### config.mk
export PLATFORM = sky130hd
export DESIGN_NAME = dll_store
export DESIGN_NICKNAME = d
export VERILOG_FILES = /design/src/rtl/core/dll_pkg.sv /design/src/rtl/core/dll_store.sv
export SDC_FILE = /design/constraint.sdc
export NUM_CORES = 2
export LEC_CHECK = 0
export BUFFER_PORTS_ARGS = -buffer_cell sky130_fd_sc_hd__buf_2
export CELL_PAD_IN_SITES_DETAIL_PLACEMENT = 1
export CELL_PAD_IN_SITES_GLOBAL_PLACEMENT = 1
export CORE_MARGIN = 2
export CORE_UTILIZATION = 45
export DETAILED_ROUTE_END_ITERATION = 12
export GPL_TIMING_DRIVEN = 0
export PLACE_DENSITY_LB_ADDON = 0.1
export SLEW_MARGIN = 20
export SYNTH_ARGS = -nofsm -noshare
export SYNTH_HDL_FRONTEND = slang
export SYNTH_SLANG_ARGS = --single-unit
### constraint.sdc
create_clock -name clk_i -period 8.2 [get_ports clk_i]
set_clock_uncertainty 0.15 [all_clocks]
set_input_delay 0.82 -clock clk_i [delete_from_list [all_inputs] [get_ports clk_i]]
set_output_delay 0.82 -clock clk_i [all_outputs]
set_load 0.005 [all_outputs]
### src/rtl/core/dll_pkg.sv
// Package with the constants, codes and types of the linked list engine.
`timescale 1ns / 1ps
package dll_pkg;
  localparam int unsigned Capacity  = 64;
  localparam int unsigned IdxBits   = 6;
  localparam int unsigned LinkBits  = 7;
  localparam int unsigned ValueBits = 32;
  localparam logic [LinkBits-1:0] NullLink = LinkBits'(Capacity);

  typedef enum logic [2:0] {
    REQ_PUSH_FRONT = 3'd0,
    REQ_PUSH_BACK  = 3'd1,
    REQ_INSERT     = 3'd2,
    REQ_POP_FRONT  = 3'd3,
    REQ_POP_BACK   = 3'd4,
    REQ_SEARCH     = 3'd5,
    REQ_RSVD6      = 3'd6,
    REQ_RSVD7      = 3'd7
  } req_e;

  typedef enum logic [2:0] {
    ST_OK        = 3'd0,
    ST_EMPTY     = 3'd1,
    ST_BAD_POS   = 3'd2,
    ST_FULL      = 3'd3,
    ST_NOT_FOUND = 3'd4
  } status_e;

  typedef enum logic [3:0] {
    S_IDLE, S_DISPATCH, S_ALLOC, S_WALK, S_WALK_RD, S_LINK, S_LINK2,
    S_FIX, S_FIX2, S_POP, S_POP2, S_SEARCH, S_SEARCH_RD, S_DONE
  } state_e;

  typedef struct packed {
    logic [2:0]          req_type;
    logic [LinkBits-1:0] position;
    logic [31:0]         value;
  } req_t;

  typedef struct packed {
    logic [2:0]          status;
    logic [IdxBits-1:0]  found_index;
    logic [LinkBits-1:0] length;
  } rsp_t;

  // Request from the sequencer to the node store.
  typedef struct packed {
    logic                 val_we;
    logic                 nxt_we;
    logic                 prv_we;
    logic [IdxBits-1:0]   waddr;
    logic [ValueBits-1:0] wvalue;
    logic [LinkBits-1:0]  wlink;
    logic [IdxBits-1:0]   raddr;
  } mem_cmd_t;

  typedef struct packed {
    logic [ValueBits-1:0] value;
    logic [LinkBits-1:0]  next;
    logic [LinkBits-1:0]  prev;
  } mem_rsp_t;
endpackage

### src/rtl/core/dll_store.sv
// Node store: value, next and prev memories with a registered read port.
`timescale 1ns / 1ps
module dll_store (
  input  logic               clk_i,
  input  dll_pkg::mem_cmd_t  cmd_i,
  output dll_pkg::mem_rsp_t  rsp_o
);
  import dll_pkg::*;
  logic [ValueBits-1:0] val_mem [Capacity];
  logic [LinkBits-1:0]  nxt_mem [Capacity];
  logic [LinkBits-1:0]  prv_mem [Capacity];

  always_ff @(posedge clk_i) begin
    if (cmd_i.val_we) val_mem[cmd_i.waddr] <= cmd_i.wvalue;
    if (cmd_i.nxt_we) nxt_mem[cmd_i.waddr] <= cmd_i.wlink;
    if (cmd_i.prv_we) prv_mem[cmd_i.waddr] <= cmd_i.wlink;
    rsp_o.value <= val_mem[cmd_i.raddr];
    rsp_o.next  <= nxt_mem[cmd_i.raddr];
    rsp_o.prev  <= prv_mem[cmd_i.raddr];
  end
endmodule

==> impl_metrics.json <==
{
  "crit_fanout": 10,
  "finalHoldViolCount": 0,
  "htree_num_levels": 5,
  "cts_buffers": 329,
  "dp_slack_ns": 2.84,
  "syn_area_per_cell_sq_um": 22.5,
  "start_kind": "input port",
  "path_cells": "buf_2 > buf_4 > buf_4 > buf_2 > buf_4 > nand2_1 > clkbuf_1 > o22ai_1 > o22ai_1 > o21a_1",
  "grt_pass1_vias": 59800,
  "nNetsFinal": 5660,
  "fin_ws_ns": 3.59,
  "core_sq_um": 251000,
  "routedWlPerCell_microns": 43.6,
  "fp.dieH_microns": 506,
  "ys_types": 46,
  "synth_edf_count": 2944,
  "antenna_found_initial": 46,
  "worstPathArrival_ns": 5.26,
  "worstSkewPairLatency_ns": 0.96,
  "ioPinCount": 101,
  "postPlaceCellArea_sq_um": 122000,
  "slew_headroom_pct": 4.68,
  "cts_max_path_buffers": 4,
  "numPortBuffers": 92,
  "worst_pin_slew_ns": 1.43,
  "area_growth_syn_to_layout_pct": 16.6,
  "cts-root-buf": "clkbuf_16",
  "ant_nets": 0,
  "routed_via_density": 6.51,
  "rows": 184,
  "gp_congestion": 0.899,
  "dieArea_sq_um": 256000,
  "top_usage_layer": "met2",
  "drtIter0Drc": 9359,
  "final_cells": 9214,
  "drv_slew": 0,
  "worstPathRequired_ns": 8.85,
  "numClockSinks": 2990,
  "cts_setup_buffers": 0,
  "drive_above_1_share_pct": 29.6,
  "grtUsageMet1_pct": 44.0,
  "synth_warnings": 0,
  "netlist_area_sq_um": 113000,
  "peakVddDrop_uv": 281,
  "cts_resized": 0,
  "start_util_pct": 45.2,
  "maxCapViolCount": 0,
  "rsz0062_at_grt": "no",
  "max_freq_mhz": 217,
  "synth-seq-cells": 2990,
  "cts_tree": "yes",
  "final_core_util_pct": 52.7,
  "routed_wl_microns": 401000,
  "power_leakage_nw": 41.2,
  "period_needed_ns": 4.61,
  "total_power_mw": 33.3,
  "hold_class": "in2reg",
  "yosysTopAreaCell": "edfxtp_1",
  "holdBufCountCts": 0,
  "min_period_over_period_pct": 56.2,
  "use_met2_pct": 46.3,
  "hold_slack_ns": 0.103,
  "finalSetupTns_ns": 0,
  "grt_pass1_wl_microns": 536000,
  "path_class": "in2reg",
  "dp_cells": 8622,
  "dr.pass1.iters": 5,
  "powerDensity_nw_per_um2": 252,
  "synth_nets": 5097,
  "yosys-top-cells-area": "edfxtp_1 78%, mux4_2 13%, o22ai_1 1.1%, dfxtp_1 0.81%, mux2_2 0.79%",
  "synth.most_common_cell": "edfxtp_1",
  "async_flop_share_pct": 0,
  "path_clk_slew_ns": 0.06,
  "drc": 0,
  "synth_cells": 5042,
  "grt_max_degree": 101,
  "status": "completed",
  "critPathCaptureType": "register",
  "setup_viol_count_final": 0,
  "ys.flop_type": "edfxtp_1",
  "grt.total_usage_pct": 31.4,
  "dp_hpwl_microns": 274000,
  "crit_path_top_delay_cell": "nand2_1",
  "synthTopCellsByCount": "2944 x edfxtp_1, 673 x mux4_2, 221 x nor2_1, 206 x o22ai_1, 106 x clkbuf_1",
  "ys_seq_area_share_pct": 78.9,
  "critPathMostFrequentCell": "buf_4",
  "max_stage_delay_ns": 0.85,
  "via_count": 59900,
  "synth_top_area_share_pct": 78.1,
  "grt_overflow": 0,
  "stdcell_area_sq_um": 132000,
  "die_x_microns": 506,
  "use_met3_pct": 7.51
}
[critical path, delay by kind of cell]
family / cells / cell delay [ns]
buf+inv: 6 / 2.33
compound gates: 3 / 1.19
simple gates: 1 / 0.85
[layout make-up]
class	count	area (sq um)
buffer	293	1660
multi-input combinational	1757	22900
timing repair buffer	232	3760
inverter	2	7.51
sequential	2990	89300
clock buffer	414	8710
tap	3348	4190
fill	21400	119000
antenna	26	65.1
clock inverter	152	1450
[cell families (layout without fill, tap and decap cells)]
logic type	Yosys count	count (layout)	synth area share, %
mux	842	842	15.0
compound gates	472	472	2.87
flops	2990	2990	78.9
simple gates	443	443	1.77
buf+inv	295	1093	1.43
other cells	0	26	0
[cells in the final DEF (no fill, tap or decap), types with 86 or more instances in the layout]
cell / n
mux4_2: 673
nor2_1: 158
buf_2: 148
clkbuf_1: 148
clkbuf_16: 332
nand2_1: 89
buf_4: 107
mux2i_1: 86
o22ai_1: 206
edfxtp_1: 2944
[sequential cells by signal (all words and copies together), names as in the netlist]
signal,count
val_mem,2048
rsp_o,46
nxt_mem,448
prv_mem,448
[per-layer routing]
layer,vias to the layer above,wire (microns)
li1,22700,-
met1,32800,158000
met2,3741,179000
met3,761,41400
met4,16,23500
met5,-,91
[report_power, final]
group	switching (mW)	internal (mW)
Sequential	0.0313	16.9
Clock	6.02	8.31
Combinational	1.40	0.581
[final timing paths]
| kind | from | end | slack (ns) | cells after the start |
|---|---|---|---|---|
| max | cmd_i[1] | rsp_o[10] | 3.59 | 10 |
| min | cmd_i[6] | nxt_mem[0][0] | 0.10 | 1 |
| max reg2reg | val_mem[55][3] | rsp_o[17] | 5.37 | 4 |
| min reg2reg | val_mem[40][29] | rsp_o[43] | 0.73 | 4 |
Power figures use the tool's default switching activity.
